==> src/rtl/llg_pkg.sv <==
// Package with payload types and constants for the log loss block.
package llg_pkg;

	localparam int unsigned MaxPositions = 1048576;
	localparam logic [16:0] OneQ16 = 17'd65536;
	localparam logic [31:0] Ln2Q32 = 32'd2977044472;
	localparam logic [43:0] SumMax = {44{1'b1}};
	localparam logic [19:0] AvgMax = {20{1'b1}};
	localparam logic [40:0] GradMagMax = 41'd1 << 40;

	localparam logic [0:0] RegThreshold = 1'b0;
	localparam logic [0:0] RegTotal = 1'b1;

	typedef struct packed {
		logic [16:0] prob;
		logic [7:0] label;
		logic last;
	} in_item_t;

	typedef struct packed {
		logic signed [40:0] gradient;
		logic [7:0] grad_channel;
		logic [19:0] avg_loss;
		logic loss_valid;
	} out_item_t;

	// Classified item handed from the front end to the back end.
	typedef struct packed {
		logic [16:0] p;
		logic [20:0] tot;
		logic [7:0] label;
		logic last;
	} work_t;

endpackage

==> src/rtl/llg_back.sv <==
// Back end: iterative log, reciprocal and average division, one item at a time.
module llg_back (
	input logic clk,
	input logic arst_n,
	input logic q_valid,
	output logic q_pop,
	input llg_pkg::work_t q_data,
	output logic out_valid,
	input logic out_stall,
	output llg_pkg::out_item_t out_data
);
	import llg_pkg::*;

	typedef enum logic [6:0] {
		S_IDLE = 7'b0000001,
		S_LOG  = 7'b0000010,
		S_MUL  = 7'b0000100,
		S_DIV  = 7'b0001000,
		S_AVG  = 7'b0010000,
		S_ADIV = 7'b0100000,
		S_OUT  = 7'b1000000
	} state_t;

	state_t state_q;
	work_t w_q;
	logic [43:0] sum_q;
	logic [32:0] x_q;
	logic [28:0] l2_q;
	logic [5:0] cnt_q;
	logic [37:0] d_q;
	logic [44:0] rem_q;
	logic [44:0] quo_q;
	logic [44:0] num_q;
	logic [40:0] grad_q;
	logic [65:0] xx;
	logic [32:0] xs;
	logic [4:0] e;
	logic [28:0] nl2;
	logic [60:0] prod;
	logic [44:0] rsh, sum_add;
	logic [45:0] rsub;

	// Top set bit of the clamped probability.
	always_comb begin
		e = 5'd0;
		for (int i = 1; i <= 16; i++) if (q_data.p[i]) e = 5'(i);
	end

	// One squaring step of the log2 mantissa.
	always_comb begin
		xx = 66'(x_q) * 66'(x_q);
		xs = 33'(xx >> 31);
	end

	assign nl2 = (29'd16 << 24) - l2_q;
	assign rsh = {rem_q[43:0], num_q[44]};
	assign rsub = {1'b0, rsh} - {8'd0, d_q};
	assign sum_add = {1'b0, sum_q} + {25'd0, prod[59:40]};

	assign q_pop = (state_q == S_IDLE) && q_valid;
	assign out_valid = (state_q == S_OUT);

	always_ff @(posedge clk) begin
		unique case (state_q)
			S_IDLE: if (q_valid) begin
				w_q <= q_data;
				x_q <= 33'({16'd0, q_data.p} << (5'd31 - e));
				l2_q <= 29'(e) << 24;
			end
			S_LOG: begin
				if (xs[32]) begin
					x_q <= xs >> 1;
					l2_q[5'd23 - cnt_q[4:0]] <= 1'b1;
				end else x_q <= xs;
			end
			S_MUL: begin
				prod <= 61'(nl2) * 61'(Ln2Q32) + (61'd1 << 39);
				d_q <= 38'(w_q.tot) * 38'(w_q.p);
				num_q <= 45'd1 << 12;
				rem_q <= '0;
				quo_q <= '0;
			end
			S_DIV, S_ADIV: begin
				if (state_q == S_DIV && cnt_q == 6'd0) begin
					// Numerator is 2^32 ORed with d/2.
					num_q <= (45'(1) << 32) | 45'(d_q >> 1);
				end else begin
					num_q <= num_q << 1;
					if (!rsub[45]) begin
						rem_q <= rsub[44:0];
						quo_q <= {quo_q[43:0], 1'b1};
					end else begin
						rem_q <= rsh;
						quo_q <= {quo_q[43:0], 1'b0};
					end
				end
			end
			S_AVG: begin
				grad_q <= (quo_q > 45'(GradMagMax)) ? GradMagMax : quo_q[40:0];
				d_q <= 38'(w_q.tot);
				num_q <= 45'(sum_q) + 45'(w_q.tot >> 1);
				rem_q <= '0;
				quo_q <= '0;
			end
			S_OUT: ;
			default: ;
		endcase
	end

	// Sequencer and accumulator.
	always_ff @(posedge clk or negedge arst_n) begin
		if (!arst_n) begin
			state_q <= S_IDLE;
			cnt_q <= '0;
			sum_q <= '0;
		end else begin
			unique case (state_q)
				S_IDLE: if (q_valid) begin
					state_q <= S_LOG;
					cnt_q <= '0;
				end
				S_LOG: begin
					cnt_q <= cnt_q + 6'd1;
					if (cnt_q == 6'd23) state_q <= S_MUL;
				end
				S_MUL: begin
					state_q <= S_DIV;
					cnt_q <= '0;
				end
				S_DIV: begin
					if (cnt_q == 6'd0) sum_q <= sum_add[44] ? SumMax : sum_add[43:0];
					cnt_q <= cnt_q + 6'd1;
					if (cnt_q == 6'd45) state_q <= S_AVG;
				end
				S_AVG: begin
					cnt_q <= '0;
					state_q <= w_q.last ? S_ADIV : S_OUT;
				end
				S_ADIV: begin
					cnt_q <= cnt_q + 6'd1;
					if (cnt_q == 6'd44) begin
						state_q <= S_OUT;
						sum_q <= '0;
					end
				end
				S_OUT: if (!out_stall) state_q <= S_IDLE;
				default: state_q <= S_IDLE;
			endcase
		end
	end

	// Result fields.
	always_comb begin
		out_data.gradient = -$signed(grad_q);
		out_data.grad_channel = w_q.label;
		out_data.loss_valid = w_q.last;
		out_data.avg_loss = !w_q.last ? 20'd0 :
			(quo_q > 45'(AvgMax)) ? AvgMax : quo_q[19:0];
	end

	a_pop_idle: assert property (@(posedge clk) disable iff (!arst_n)
		q_pop |=> state_q == S_LOG) else $error("pop outside idle");
	a_hold: assert property (@(posedge clk) disable iff (!arst_n)
		(out_valid && out_stall) |=> out_valid && $stable(out_data)) else $error("result dropped");
	a_clear: assert property (@(posedge clk) disable iff (!arst_n)
		(state_q == S_ADIV && cnt_q == 6'd44) |=> sum_q == 44'd0) else $error("sum not cleared");
endmodule
==> config.mk <==
export PLATFORM = sky130hd
export DESIGN_NAME = llg_back
export DESIGN_NICKNAME = d
export VERILOG_FILES = /design/src/rtl/llg_pkg.sv /design/src/rtl/llg_back.sv
export SDC_FILE = /design/constraint.sdc
export NUM_CORES = 2
export LEC_CHECK = 0
export BUFFER_PORTS_ARGS = -buffer_cell sky130_fd_sc_hd__buf_2
export CELL_PAD_IN_SITES_DETAIL_PLACEMENT = 0
export CELL_PAD_IN_SITES_GLOBAL_PLACEMENT = 2
export CORE_ASPECT_RATIO = 0.5
export CORE_MARGIN = 4
export CORE_UTILIZATION = 39
export CTS_BUF_LIST = sky130_fd_sc_hd__clkbuf_16
export CTS_CLUSTER_DIAMETER = 150
export DETAILED_ROUTE_END_ITERATION = 7
export PLACE_DENSITY_LB_ADDON = 0.25
export SLEW_MARGIN = 20
export SYNTH_ARGS = -nofsm -noshare
export SYNTH_HDL_FRONTEND = slang
export SYNTH_SLANG_ARGS = --single-unit
==> constraint.sdc <==
create_clock -name clk -period 10.55 [get_ports clk]
set_input_delay 2.11 -clock clk [delete_from_list [all_inputs] [get_ports clk]]
set_output_delay 2.11 -clock clk [all_outputs]
set_load 0.01 [all_outputs]
==> flow_summary.ini <==
[outcome]
status = completed

[floorplan]
die_h_um = 324.0
pin_count = 123
die-area_mm2 = 0.2073
num_rows = 115
core_area_mm2 = 0.1976
start_util_pct = 39.41
die-width_um = 639.9

[critical_path]
start_kind = register
cp_slowest_stage_delay_ns = 0.59
worstReg2RegEnd = prod[58]$_DFFE_PP_
crit_start = l2_q[11]$_SDFFCE_PN0P_
worstSetupPathType = reg2reg
crit_family = adder cells
endpoint = prod[58]$_DFFE_PP_
path_buf_inv = 4
rr_startpoint = l2_q[11]$_SDFFCE_PN0P_
cp.depth = 31
path_max_fanout = 7
cp_data_required_time_ns = 10.97
rr_worst_depth = 31
cpMaxStageDelayCell = fa_1
cp.arrival_ns = 10.58
crit_top_cell = fa_1
reg2reg_slack_ns = 0.38
end_kind = register

[synth]
ys_ff_latch = 399
ys_seq_area_share_pct = 15.02
synthArstFlopShare_pct = 14.29
postSynthAreaPerCell_um2 = 9.567
synth_cell_types = 94
syn-num-nets = 10410
synthFlopType = edfxtp_1
synth_cells = 8139
ys_warn_count = 0
synth_area_leaders = fa_1, edfxtp_1, ha_1, inv_1, nand2_1
mappedNetlistArea_mm2 = 0.07787
synth-edff-count = 342
synth_top_area_share_pct = 36.71
yosysTopAreaCell = fa_1

[placed_design]
dpl-instance-area_mm2 = 0.08210
port_buffers = 122
hpwl_um = 193200
gp_congestion = 0.9512

[drt]
postRouteAntennaNets = 0
routedWlPerCell_um = 22.08
vias = 55630
via_per_inst = 5.114
first_pass_iters = 5
drt-met1-wl_um = 112400
post-route-drc-count = 0
routed.top_layer = met5
route.met2.wl_um = 111500
drt_wl_total_um = 240200
drt_iter0_markers = 3462
dr_wl_met3_um = 12630

[clock_tree]
cts_buffers = 50
cts_buffer_depth = 3
cts_tree = done
clk_pin_slew_ns = 0.06
clock_sinks = 399
cts-root-buf = clkbuf_16
htreeDepth = 2
clkLatencyLatePin_ns = 0.67

[global_route]
first_global_vias = 59220
grt_first_pass_wirelength_um = 371900
grt_max_degree = 77
grtUsageTotal_pct = 23.58
antenna_found_initial = 19
grt_overflow_total = 0

[timing]
hold_viol = 0
relSlewSlack_pct = 23.60
post-route-period-util_pct = 96.35
max_freq_mhz = 98.38
setup_violations = 0
drv_slew = 0
worst_pin_slew_ns = 1.146
clock_skew_ns = 0.03342
final.min_clock_period_ns = 10.17

[final_layout]
finish.utilization_pct = 42.46
layout-drive-gt1-share_pct = 5.885
stdcell_area_mm2 = 0.08389
syn2layout_area_growth_pct = 7.732
nNetsFinal = 10470

[flow_run]
max-cap-violations = 0

[worst_hold_path]
hold_path.class = reg2reg
synth_stat cells, drive strengths merged, types with 12 or more instances:
cell / n
nor4: 31
or2: 14
mux2i: 37
nor3: 94
nand2b: 35
nor2b: 79
a21o: 116
or3: 26
clkbuf: 272
o211ai: 23
nand2: 800
or4: 12
o21ai: 270
buf: 31
nor2: 314
nand3: 70
a31oi: 40
o21bai: 24
ha: 794
inv: 1797
xor2: 134
a211oi: 45
a21oi: 297
o21a: 51
nand4: 41
edfxtp: 342
o31ai: 18
and2: 340
a22oi: 33
xnor2: 199
and3: 79
dfrtp: 56
fa: 1428
through the flow:
step | TNS, ns | setup slack [ns] | hold WS [ns] | instances
4_1_cts | 0 | 0.03254 | 0.5334 | 10870
6_report | 0 | 0.3849 | 0.5294 | 10880
2_1_floorplan | 0 | 0.3132 | 0.4715 | 8139
5_1_grt | -0.02482 | -0.02482 | 0.5616 | 10870
3_3_place_gp | 0 | 0.05398 | 0.5064 | 10770
3_5_place_dp | -0.2176 | -0.1235 | 0.5177 | 10770
worst register-to-register path: cells and delay by family (launching register included):
family                     cells  cell delay (ns)
adders and majority gates      9             4.21
and+or+nand+nor               13             3.79
AOI/OAI and AO/OA              3             0.83
buffers and inverters          4             0.50
DFF                            1             0.38
xor gates and xnor gates       2             0.22
cell type report:
cell class | count | area (um^2)
diodes | 5 | 12.51
clock buffers | 50 | 1251
clock inverters | 44 | 345.3
fillers | 19720 | 113700
inverters | 1807 | 6784
multi-input cells | 5630 | 58400
flip-flops and latches | 399 | 11700
well taps | 2632 | 3293
repair buffers | 311 | 2105
state kept, by name, summed over array words and instances, names as in the netlist:
| register | flops |
|---|---|
| out_data | 9 |
| w_q | 38 |
| num_q | 45 |
| rem_q | 44 |
| d_q | 38 |
| l2_q | 29 |
| state_q | 7 |
| quo_q | 45 |
| prod | 20 |
| cnt_q | 6 |
| sum_q | 44 |
| grad_q | 41 |
| x_q | 33 |
cells by family (layout without fill, tap and decap cells):
family / after synthesis / in the layout / synth area share, %
buffers and inverters: 2110 / 2212 / 10.24
XOR/XNOR: 333 / 333 / 3.755
other: 1 / 6 / 0.004816
adder cells (fa/ha/maj): 2222 / 2222 / 49.47
flip-flops: 399 / 399 / 15.02
multiplexers: 51 / 51 / 0.7793
AND/OR/NAND/NOR: 1986 / 1986 / 12.41
AO/OA/AOI/OAI: 1037 / 1037 / 8.319
worst min-delay path by stage:
stage,startpoint,slack [ns],endpoint,cells past startpoint
3_3_place_gp,num_q[41]$_DFFE_PP_,0.51,num_q[42]$_DFFE_PP_,2
5_1_grt,num_q[8]$_DFFE_PP_,0.56,num_q[9]$_DFFE_PP_,1
3_5_place_dp,num_q[41]$_DFFE_PP_,0.52,num_q[42]$_DFFE_PP_,2
2_1_floorplan,sum_q[0]$_DFFE_PN0P_,0.47,sum_q[0]$_DFFE_PN0P_,2
4_1_cts,num_q[41]$_DFFE_PP_,0.53,num_q[42]$_DFFE_PP_,2
6_report,num_q[41]$_DFFE_PP_,0.53,num_q[42]$_DFFE_PP_,2
timing repair:
item,CTS,global route
hold buffers,0,0
buffers inserted,0,6
resized for setup,1,25
pin swaps,0,6
gates cloned,0,0
setup endpoints to repair,2,9
layout by cell type (no fill, tap or decap), types with 183 or more instances in the layout:
| master | n |
|---|---|
| inv_1 | 1797 |
| buf_4 | 183 |
| fa_1 | 1428 |
| o21ai_0 | 261 |
| and2_1 | 339 |
| nand2_1 | 799 |
| xnor2_1 | 198 |
| a21oi_1 | 295 |
| edfxtp_1 | 342 |
| ha_1 | 794 |
| nor2_1 | 307 |
metal layers:
metal	up-vias	GRT usage, %
met5	-	0
met2	1221	39.04
met1	28510	33.93
li1	25710	-
met3	183	2.887
met4	4	3.344
Power is not shown: default switching activity piles up to over one toggle a cycle in this logic, so the estimate is an artifact.
