===== src/rtl/llg_pkg.sv =====
// Package with payload types and constants for the log loss block.
package llg_pkg;

	localparam int unsigned MaxPositions = 1048576;
	localparam logic [16:0] OneQ16 = 17'd65536;
	localparam logic [31:0] Ln2Q32 = 32'd2977044472;
	localparam logic [43:0] SumMax = {44{1'b1}};
	localparam logic [19:0] AvgMax = {20{1'b1}};
	localparam logic [40:0] GradMagMax = 41'd1 << 40;

	localparam logic [0:0] RegThreshold = 1'b0;
	localparam logic [0:0] RegTotal = 1'b1;

	typedef struct packed {
		logic [16:0] prob;
		logic [7:0] label;
		logic last;
	} in_item_t;

	typedef struct packed {
		logic signed [40:0] gradient;
		logic [7:0] grad_channel;
		logic [19:0] avg_loss;
		logic loss_valid;
	} out_item_t;

	// Classified item handed from the front end to the back end.
	typedef struct packed {
		logic [16:0] p;
		logic [20:0] tot;
		logic [7:0] label;
		logic last;
	} work_t;

endpackage


===== src/rtl/llg_front.sv =====
// Front end: clamps the probability and total and queues the work item.
module llg_front (
	input logic clk,
	input logic arst_n,
	input logic in_valid,
	output logic in_stall,
	input llg_pkg::in_item_t in_data,
	input logic [16:0] thr,
	input logic [20:0] tot,
	output logic q_valid,
	input logic q_pop,
	output llg_pkg::work_t q_data
);
	import llg_pkg::*;

	work_t fifo_q [2];
	logic [0:0] wr_q, rd_q;
	logic [1:0] cnt_q;
	logic push;
	logic [16:0] thr_e, p_c;
	logic [20:0] tot_e;
	work_t w;

	// Clamp the probability to the threshold and to one, and the total to one up to MaxPositions.
	always_comb begin
		thr_e = (thr == 17'd0) ? 17'd1 : thr;
		tot_e = (tot == 21'd0) ? 21'd1 :
			(tot > 21'(MaxPositions)) ? 21'(MaxPositions) : tot;
		p_c = (in_data.prob < thr_e) ? thr_e : in_data.prob;
		if (p_c > OneQ16) p_c = OneQ16;
		w.p = p_c;
		w.tot = tot_e;
		w.label = in_data.label;
		w.last = in_data.last;
	end

	assign in_stall = (cnt_q == 2'd2);
	assign push = in_valid && !in_stall;
	assign q_valid = (cnt_q != 2'd0);
	assign q_data = fifo_q[rd_q];

	always_ff @(posedge clk) begin
		if (push) fifo_q[wr_q] <= w;
	end

	// Two-entry queue pointers.
	always_ff @(posedge clk or negedge arst_n) begin
		if (!arst_n) begin
			wr_q <= 1'b0;
			rd_q <= 1'b0;
			cnt_q <= 2'd0;
		end else begin
			if (push) wr_q <= ~wr_q;
			if (q_pop) rd_q <= ~rd_q;
			cnt_q <= cnt_q + 2'(push) - 2'(q_pop);
		end
	end

	a_no_overflow: assert property (@(posedge clk) disable iff (!arst_n)
		cnt_q <= 2'd2) else $error("queue overflow");
	a_pop_valid: assert property (@(posedge clk) disable iff (!arst_n)
		q_pop |-> q_valid) else $error("pop from empty queue");
	a_count: assert property (@(posedge clk) disable iff (!arst_n)
		(push && !q_pop) |=> cnt_q == $past(cnt_q) + 2'd1) else $error("count slip");
endmodule


===== config.mk =====
export PLATFORM = sky130hd
export DESIGN_NAME = llg_front
export DESIGN_NICKNAME = d
export VERILOG_FILES = /design/src/rtl/llg_pkg.sv /design/src/rtl/llg_front.sv
export SDC_FILE = /design/constraint.sdc
export NUM_CORES = 1
export LEC_CHECK = 0
export ABC_AREA = 0
export BUFFER_PORTS_ARGS = -buffer_cell sky130_fd_sc_hd__buf_2
export CORE_MARGIN = 2
export CORE_UTILIZATION = 38
export CTS_CLUSTER_SIZE = 14
export DETAILED_ROUTE_END_ITERATION = 10
export PLACE_DENSITY = 0.6
export SLEW_MARGIN = 10
export SYNTH_ARGS = -nofsm -noshare
export SYNTH_HDL_FRONTEND = slang
export SYNTH_SLANG_ARGS = --single-unit
export TNS_END_PERCENT = 5

===== constraint.sdc =====
create_clock -name clk -period 4.1 [get_ports clk]
set_clock_uncertainty 0.1 [all_clocks]
set_input_delay 0.82 -clock clk [delete_from_list [all_inputs] [get_ports clk]]
set_output_delay 0.82 -clock clk [all_outputs]
set_load 0.1 [all_outputs]

==> results of run 1 <==
## worst max-delay path by stage
stage,endpoint
6_report,q_data[19]
5_1_grt,q_data[27]
4_1_cts,q_data[29]
3_5_place_dp,fifo_q[1][45]
3_3_place_gp,fifo_q[0][40]
2_1_floorplan,fifo_q[0][0]
## worst reg2reg max path: stages, from the launching register on
cell,delay (ns)
dfrtp_1,0.37
nand2b_1,0.15
and3_2,0.61
buf_4,0.44
## logic make-up after synthesis
kind of cell    count (synthesis)  share of synthesized area (%)
fa+ha+maj                      18                           4.93
buf+inv                        30                           2.99
mux                            64                           15.4
flops                          98                           64.0
xor+xnor                        4                          0.767
simple gates                   88                           9.86
compound gates                 18                           2.08
## final cells by class
| type | count | area [sq um] | share of cell area, % |
|---|---|---|---|
| clock buffer | 14 | 264 | 4.70 |
| clock inverter | 2 | 35.0 | 0.624 |
| inverter | 20 | 75.1 | 1.34 |
| multi-input combinational | 192 | 1520 | 27.0 |
| sequential | 98 | 2920 | 52.1 |
| tap | 147 | 184 | 3.27 |
| timing repair buffer | 121 | 618 | 11.0 |
## cell usage after synthesis
cell type	count	area (sq um)
nand2_1	33	124
o21ai_0	4	20.0
edfxtp_1	94	2820
xnor2_1	3	26.3
or4_1	1	7.51
o21bai_1	1	7.51
ha_1	18	225
nor3_1	2	10.0
nor4_1	12	75.1
a21oi_1	11	55.1
nor2b_1	11	68.8
nand2b_1	4	25.0
nand4_1	6	37.5
nand3_1	3	15.0
and3_1	2	12.5
a21o_1	1	7.51
buf_6	1	11.3
dfrtp_1	4	100
clkbuf_1	6	22.5
and2_1	8	50.1
xor2_1	1	8.76
or2_2	1	6.26
buf_12	1	20.0
mux2i_1	15	150
nor2_1	5	18.8
mux2_2	49	552
buf_1	2	7.51
o21ai_1	1	5.00
inv_1	20	75.1
## metrics by stage
stage               utilization [%]  worst slack, ns  instance area [sq um]  cells  hold WS, ns
floorplan                         -            0.661                   4570    320        0.361
global placement               44.8            0.853                   5320    578        0.398
detailed placement             44.8            0.774                   5320    578        0.428
CTS                            47.4            0.958                   5620    594        0.168
global route                   47.4            0.911                   5620    594        0.160
finish                         47.4             1.02                   5620    594        0.183
## registers in the layout, indices dropped and copies added, names as in the netlist
| signal | count |
|---|---|
| cnt_q | 2 |
| rd_q | 1 |
| wr_q | 1 |
| fifo_q | 94 |
## metal layers
layer	part of all wire, %	wire length (microns)	vias up
met3	7.3	671	9
li1	-	-	1426
met4	1.2	108	0
met2	47	4370	95
met5	0	0	-
met1	44	4090	1403
## cells in the final DEF (no fill, tap or decap), types with 4 or more instances in the layout
cell,Yosys,routed
nand2_1,33,33
nand2b_1,4,4
buf_2,0,116
mux2i_1,15,15
nand4_1,6,6
o21ai_0,4,4
clkbuf_16,0,9
inv_1,20,20
a21oi_1,11,11
edfxtp_1,94,94
mux2_2,49,49
and2_1,8,8
buf_4,0,5
ha_1,18,18
nor4_1,12,12
nor2_1,5,4
nor2b_1,11,11
==> key figures, run 1 <==
Status
  • Status: finished clean

Worst setup path
  • CP Class: flip-flop to output port
  • Worst path required time: 3.18 ns
  • FF-to-FF End: fifo_q[1][23]
  • CP Launch Point: rd_q
  • Crit path buf inv count: 2
  • Critical path depth: 3
  • Cell family with most CP delay: buffers and inverters
  • Arr. time, crit path: 2.16 ns
  • Largest fanout on the critical path: 30
  • RR Startpoint: cnt_q[0]
  • Register-to-Register Setup Slack: 2.10 ns
  • Cell Chain, Critical Path: buf_4, mux2_2, buf_2
  • CP peak stage delay: 0.64 ns
  • CP startpoint kind: flip-flop
  • Critical path endpoint category: output port
  • Slowest-stage cell, CP: dfrtp_2
  • Reg2Reg Depth: 3

Die
  • Die height: 114 microns
  • Rows: 40
  • Initial Utilization: 38.5%
  • Die X: 114 microns
  • Io pins: 117
  • Die area: 12,900 sq um
  • Core footprint: 11,900 sq um

Timing
  • Max Slew Vio Count: 0
  • Slew Limit Headroom: between 50 and 60%
  • Setup_tns: 0 ns
  • Post-route minimum period: 3.08 ns
  • Hold Fails Final Rpt: 0
  • Unrepaired setup endpoints after global routing: false
  • Slew at the pin with the worst max-slew slack: 0.719 ns
  • F_max: 325 MHz
  • Finish-stage setup viols: 0
  • Final period util: 75.0%

Layout
  • Final nets: ~530
  • Number of diodes: 0
  • Fraction of layout cells with a size suffix above 1: 41.8%
  • Fillcell total: 1,083
  • Synthesis-to-layout area growth: 23.0%

Detailed routing
  • Wirelength per Cell: 15.5 microns
  • DR pass1 iterations: 4
  • Vias after detailed routing: 2,933
  • Routed Antenna Nets: 0
  • DRT iter0 DRCs: 155
  • # DRC: 0
  • Routed wire length: roughly 9200 microns
  • Vias per std cell: a little under 5

Synth
  • Syn Inst Count: 320
  • Ys Warns: 0
  • Synthesized flop and latch total: a little under 100
  • Avg Synthesized Cell Area: 14.3 sq um
  • Mapped Area: 4570 sq um
  • Synth cell types: 29
  • Sequential element share of the synthesized area: 64.0%
  • Syn Nets: just over 400

GRT
  • First-pass GRT wire length: approximately 15,000 microns
  • Gr usage total: between 10 and 15%
  • Initial antenna violation count: 0
  • Global route overflow: 0
  • GR peak layer: met2
  • Vias in the first global route: between 2,000 and 3,000
  • Met2 Use GR: 24.8%
  • Largest net degree at the start of global routing: 31
  • GR Util met1: 17.4%
  • Grt met3 use: approximately 4.8%

Clock network
  • Clock tree root buffer cell: clkbuf_16
  • Clk sinks: 98
  • Post-CTS Setup Bufs: 0
  • Worst-case clock buffer depth: 2
  • Total CTS buffers: 9
  • TritonCTS clock tree: done
  • H-tree depth: 3
  • Post-CTS sizing: 0
  • Worst-Skew Late Latency: roughly 0.33 ns
  • Clock Pin Slew Worst Setup and Hold Paths: 0.06 ns
  • Hold Buf Count CTS: 0

Placement
  • IO buf count: between 100 and 150
  • Routability cong.: about 0.86
  • DP Wirelength: 6730 microns

Worst hold path
  • Hold/Removal Path Class: primary input to async pin

Job
  • Max-Cap Viols: 0
Power of run 1 is not shown: default switching activity piles up to over one toggle a cycle in this logic, so the estimate is an artifact.
==> run 2: changes to the inputs <==
Settings changed: PLACE_DENSITY 0.6 to 0.63.
Clock period 4.1 ns to 2.5 ns, I/O delays scaled along.
==> key figures, run 2 (synthesis results as in run 1) <==
Status
  • Status: finished clean (unchanged)

Clock network
  • TritonCTS clock tree: done (unchanged)
  • Worst-case clock buffer depth: 2 (unchanged)
  • Total CTS buffers: 9 (unchanged)
  • H-tree depth: 3 (unchanged)
  • Clock tree root buffer cell: clkbuf_16 (unchanged)
  • Worst-Skew Late Latency: 0.34 ns (was 0.33 ns)
  • Clk sinks: 98 (unchanged)
  • Clock Pin Slew Worst Setup and Hold Paths: 0.07 ns (was 0.06 ns)

Timing
  • F_max: between 400 and 500 MHz
  • Post-route minimum period: 2.34 ns
  • Slew at the pin with the worst max-slew slack: 0.508 ns (was 0.719 ns)
  • Unrepaired setup endpoints after global routing: true (was false)
  • Max Slew Vio Count: 0 (unchanged)
  • Finish-stage setup viols: 0 (unchanged)
  • Hold Fails Final Rpt: 0 (unchanged)
  • Final period util: 93.8%
  • Slew Limit Headroom: 66.4% (was 51.7%)

Worst setup path
  • CP startpoint kind: primary input (was flip-flop)
  • Worst path required time: 2.56 ns (was 3.18 ns)
  • Largest fanout on the critical path: 11 (was 30)
  • Critical path endpoint category: flip-flop (was output port)
  • CP Class: primary input to flip-flop (was flip-flop to output port)
  • Arr. time, crit path: 2.40 ns (was 2.16 ns)

Die
  • Die X: 114 microns (unchanged)
  • Rows: 40 (unchanged)
  • Initial Utilization: 38.5% (unchanged)
  • Io pins: 117 (unchanged)
  • Die area: 12,900 sq um (unchanged)
  • Die height: 114 microns (unchanged)
  • Core footprint: 11,900 sq um (unchanged)

Layout
  • Final nets: 548 (was 528)
  • Final cell count without fillers: 613 (was 594)
  • Max reg flops: 94 (unchanged)
  • Fillcell total: 1,050 (was 1,083)
  • Biggest regs: fifo_q: 94 flops, cnt_q: 2 flops (unchanged)
  • Most frequent cells in the layout: 116 x buf_2, 94 x edfxtp_1, 49 x mux2_2, 33 x nand2_1, 22 x buf_4 (was 116 x buf_2, 94 x edfxtp_1, 49 x mux2_2, 33 x nand2_1, 20 x inv_1)
  • Fin util: 49.0% (was 47.4%)
  • Reg area: 2920 sq um (unchanged)
  • Area of the multi-input gates: 1520 sq um (about the same)
  • Synthesis-to-layout area growth: 27.2% (was 23.0%)
  • Number of diodes: 0 (unchanged)
  • Fraction of layout cells with a size suffix above 1: 44.8% (was 41.8%)
  • Commonest non-fill, non-tap cell in the layout: buf_2 (unchanged)
  • Register name with the most flops: fifo_q (unchanged)
  • Design Area, Final: 5810 sq um (was 5620 sq um)

Detailed routing
  • Routed wire length: 9430 microns (was 9240 microns)
  • DR pass1 iterations: 4 (unchanged)
  • Vias after detailed routing: 3,066 (was 2,933)
  • Vias per std cell: 5.00 (was 4.94)
  • DRT iter0 DRCs: 173 (was 155)
  • Wirelength per Cell: 15.4 microns (was 15.5 microns)
  • # DRC: 0 (unchanged)
  • Routed Antenna Nets: 0 (unchanged)

Placement
  • Routability cong.: 0.877 (was 0.860)
  • IO buf count: 116 (unchanged)
  • DP Wirelength: 6830 microns (was 6730 microns)
  • Placed Area: 5470 sq um (was 5320 sq um)
  • Placed insts: 597 (was 578)

GRT
  • Largest net degree at the start of global routing: 49 (was 31)
  • Initial antenna violation count: 0 (unchanged)
  • Global route overflow: 0 (unchanged)
  • Gr usage total: 14.7% (was 14.6%)
  • First-pass GRT wire length: 14,800 microns (was 14,600 microns)
  • Vias in the first global route: 3,157 (was 2,962)

Job
  • Max-Cap Viols: 0 (unchanged)

Worst hold path
  • Hold/Removal Path Class: primary input to flip-flop (was primary input to async pin)
run 2: path summary, 6_finish.rpt:
kind                                  from             to  slack [ns]  cells past startpoint
worst max-delay path                thr[8]  fifo_q[1][43]        0.16                      9
worst min-delay path            in_data[6]   fifo_q[1][6]        0.25                      1
worst max register to register    cnt_q[1]       cnt_q[1]        0.81                      7
worst min register to register    cnt_q[0]       cnt_q[0]        0.42                      1
max in group asynchronous           arst_n           rd_q        1.77                      2
min in group asynchronous           arst_n       cnt_q[1]        0.39                      2
run 2: layer usage:
layer	track usage, %	vias up	routed length [microns]
met1	17.2	1467	4000
met4	6.99	0	198
met3	3.24	14	640
met2	25.6	110	4590
li1	-	1475	-
met5	0	-	0
run 2: area by class of cell:
class | count | share of cell area [%]
Timing Repair Buffer | 141 | 13.5
Inverter | 20 | 1.29
Clock inverter | 6 | 1.57
Multi-Input combinational cell | 192 | 26.2
Tap cell | 147 | 3.17
Clock buffer | 9 | 3.88
Sequential cell | 98 | 50.3
run 2: per-stage QoR:
stage	worst slack [ns]	TNS (ns)	hold WS, ns
2_1_floorplan	0.129	0	0.104
3_3_place_gp	-0.253	-7.83	0.208
3_5_place_dp	-0.370	-9.67	0.213
4_1_cts	0.0541	0	0.235
5_1_grt	-0.0122	-0.0440	0.239
6_report	0.156	0	0.249
run 2: critical path, cell delays in order:
cell,delay (ns)
buf_2,0.11
nor4_2,0.30
buf_4,0.15
nand4_1,0.10
or4_1,0.41
nand3_1,0.09
and3_1,0.24
buf_6,0.20
mux2i_1,0.28
run 2: what timing repair did:
action,CTS,global route
pin swaps,0,0
resized for setup,1,1
hold buffers,1,0
endpoints found under the setup margin,2,14
buffers inserted,0,0
hold endpoints to repair,4,0
Power of run 2 is left out for the same reason.
==> run 3: changes to the inputs <==
Settings changed: PLACE_DENSITY 0.63 to 0.6, SETUP_SLACK_MARGIN set to 0.02.
Clock period 2.5 ns to 2.19 ns, I/O delays scaled along.
==> key figures, run 3 (synthesis results as in run 1) <==
Timing
  • Post-route minimum period: 2.19 ns
  • Unrepaired setup endpoints after global routing: true (unchanged)
  • F_max: around 460 MHz
  • Max Slew Vio Count: 0 (unchanged)
  • Fin worst setup slack: -0.00264 ns (was 0.156 ns)
  • Slew Limit Headroom: 67.9% (was 66.4%)
  • Hold slack: 0.195 ns (was 0.249 ns)
  • Finish-stage setup viols: 4 (was 0)
  • Final period util: 100%
  • Hold Fails Final Rpt: 0 (unchanged)
  • Slew at the pin with the worst max-slew slack: 0.485 ns (was 0.508 ns)

Placement
  • Pre-CTS setup slack: -0.439 ns (was -0.370 ns)
  • IO buf count: 116 (unchanged)
  • Routability cong.: 0.866 (was 0.877)
  • DP Wirelength: 6900 microns (was 6830 microns)

Worst setup path
  • Worst path required time: 2.17 ns (was 2.56 ns)
  • FF-to-FF End: cnt_q[1] (unchanged)
  • Arr. time, crit path: 2.17 ns (was 2.40 ns)
  • Reg2Reg Depth: 7 (unchanged)
  • CP Launch Point: thr[8] (unchanged)
  • Largest fanout on the critical path: 5 (was 11)
  • CP Class: primary input to flip-flop (unchanged)
  • RR Startpoint: cnt_q[1] (unchanged)
  • Critical path endpoint category: flip-flop (unchanged)
  • Register-to-Register Setup Slack: 0.51 ns (was 0.81 ns)
  • CP startpoint kind: primary input (unchanged)

GRT
  • Vias in the first global route: 3,157 (unchanged)
  • Initial antenna violation count: 0 (unchanged)
  • Largest net degree at the start of global routing: 31 (was 49)
  • Gr usage total: 15.2% (was 14.7%)
  • First-pass GRT wire length: 15,100 microns (was 14,800 microns)
  • Global route overflow: 0 (unchanged)

Detailed routing
  • Vias per std cell: 4.85 (was 5.00)
  • Wirelength per Cell: 15.6 microns (was 15.4 microns)
  • Routed wire length: 9930 microns (was 9430 microns)
  • DR pass1 iterations: 4 (unchanged)
  • # DRC: 0 (unchanged)
  • DRT iter0 DRCs: 99 (was 173)
  • Vias after detailed routing: 3,092 (was 3,066)
  • Routed Antenna Nets: 0 (unchanged)

Layout
  • Final nets: 571 (was 548)
  • Number of diodes: 0 (unchanged)
  • Fraction of layout cells with a size suffix above 1: 49.8% (was 44.8%)
  • Max reg flops: 94 (unchanged)
  • Commonest non-fill, non-tap cell in the layout: edfxtp_1 (was buf_2)
  • Synthesis-to-layout area growth: 40.4% (was 27.2%)
  • Most frequent cells in the layout: 94 x edfxtp_1, 67 x buf_2, 49 x mux2_2, 47 x buf_4, 44 x buf_6 (was 116 x buf_2, 94 x edfxtp_1, 49 x mux2_2, 33 x nand2_1, 22 x buf_4)
  • Biggest regs: fifo_q: 94 flops, cnt_q: 2 flops (unchanged)
  • Register name with the most flops: fifo_q (unchanged)

Die
  • Rows: 40 (unchanged)
  • Core footprint: 11,900 sq um (unchanged)
  • Die area: 12,900 sq um (unchanged)
  • Die height: 114 microns (unchanged)
  • Die X: 114 microns (unchanged)
  • Io pins: 117 (unchanged)
  • Initial Utilization: 38.5% (unchanged)

Clock network
  • Clock tree root buffer cell: clkbuf_16 (unchanged)
  • TritonCTS clock tree: done (unchanged)
  • Clk sinks: 98 (unchanged)
  • Total CTS buffers: 9 (unchanged)
  • Worst-Skew Late Latency: 0.33 ns (was 0.34 ns)
  • Clock Pin Slew Worst Setup and Hold Paths: 0.06 ns (was 0.07 ns)
  • Worst-case clock buffer depth: 2 (unchanged)
  • H-tree depth: 3 (unchanged)

Worst hold path
  • Hold Path Stages: 1 (unchanged)
  • Hold Path Sink: fifo_q[0][1] (was fifo_q[1][6])
  • Min-delay src: in_data[1] (was in_data[6])
  • Hold/Removal Path Class: primary input to flip-flop (unchanged)

Job
  • Max-Cap Viols: 0 (unchanged)

Status
  • Failing checks: setup timing
  • Status: complete, but fails checks (was finished clean)
==> run 3: cell count changes in the layout (fill, tap and decap cells not counted), sizes merged <==
cell      previous run  this run
clkbuf               9        14
clkinvlp             3         0
inv                 21        20
clkinv               0         1
buf                140       162
==> run 3: area by class of cell <==
type,count,area [sq um]
clock buffer,13,240
clock inverter,3,63.8
fill,1008,5450
inverter,20,75.1
multi-input combinational,192,1620
sequential,98,2920
tap,147,184
timing repair buffer,164,1300
==> run 3: worst max-delay path, stage by stage <==
cell and delay (ns):
buf_6 0.10, nor4_4 0.25, buf_4 0.15, nand4_1 0.10
or4_1 0.42, nand3_1 0.10, and3_4 0.26, mux2_2 0.36
==> run 3: timing repair <==
item / 4_1_cts / 5_1_grt
gates resized for setup: 56 / 65
hold endpoints to repair: 4 / 0
buffers inserted: 0 / 1
hold buffers: 1 / 0
gates cloned: 1 / 1
endpoints found under the setup margin: 75 / 75
==> run 3: worst max path at each step <==
stage / end / slack, ns
final: fifo_q[1][30] / -0.003
after global routing: fifo_q[0][30] / -0.03
after CTS: fifo_q[0][43] / 0.01
after detailed placement: fifo_q[1][36] / -0.44
after global placement: fifo_q[1][40] / -0.37
after floorplan: fifo_q[0][30] / -0.12
==> run 3: metrics by stage <==
step	area [sq um]	TNS, ns	std cells	util [%]
2_1_floorplan	4570	-0.613	320	-
3_3_place_gp	5620	-11.65	617	47.4
3_5_place_dp	5620	-13.04	617	47.4
4_1_cts	6110	0	635	51.5
5_1_grt	6410	-0.233	637	54.1
6_report	6410	-0.00589	637	54.1
==> run 3: per-layer routing <==
| metal | wire (microns) | GRT usage, % |
|---|---|---|
| met2 | 4990 | 27.3 |
| met4 | 159 | 4.72 |
| met5 | 0 | 0 |
| met1 | 4150 | 16.9 |
| met3 | 634 | 5.31 |
Power of run 3 is left out for the same reason.
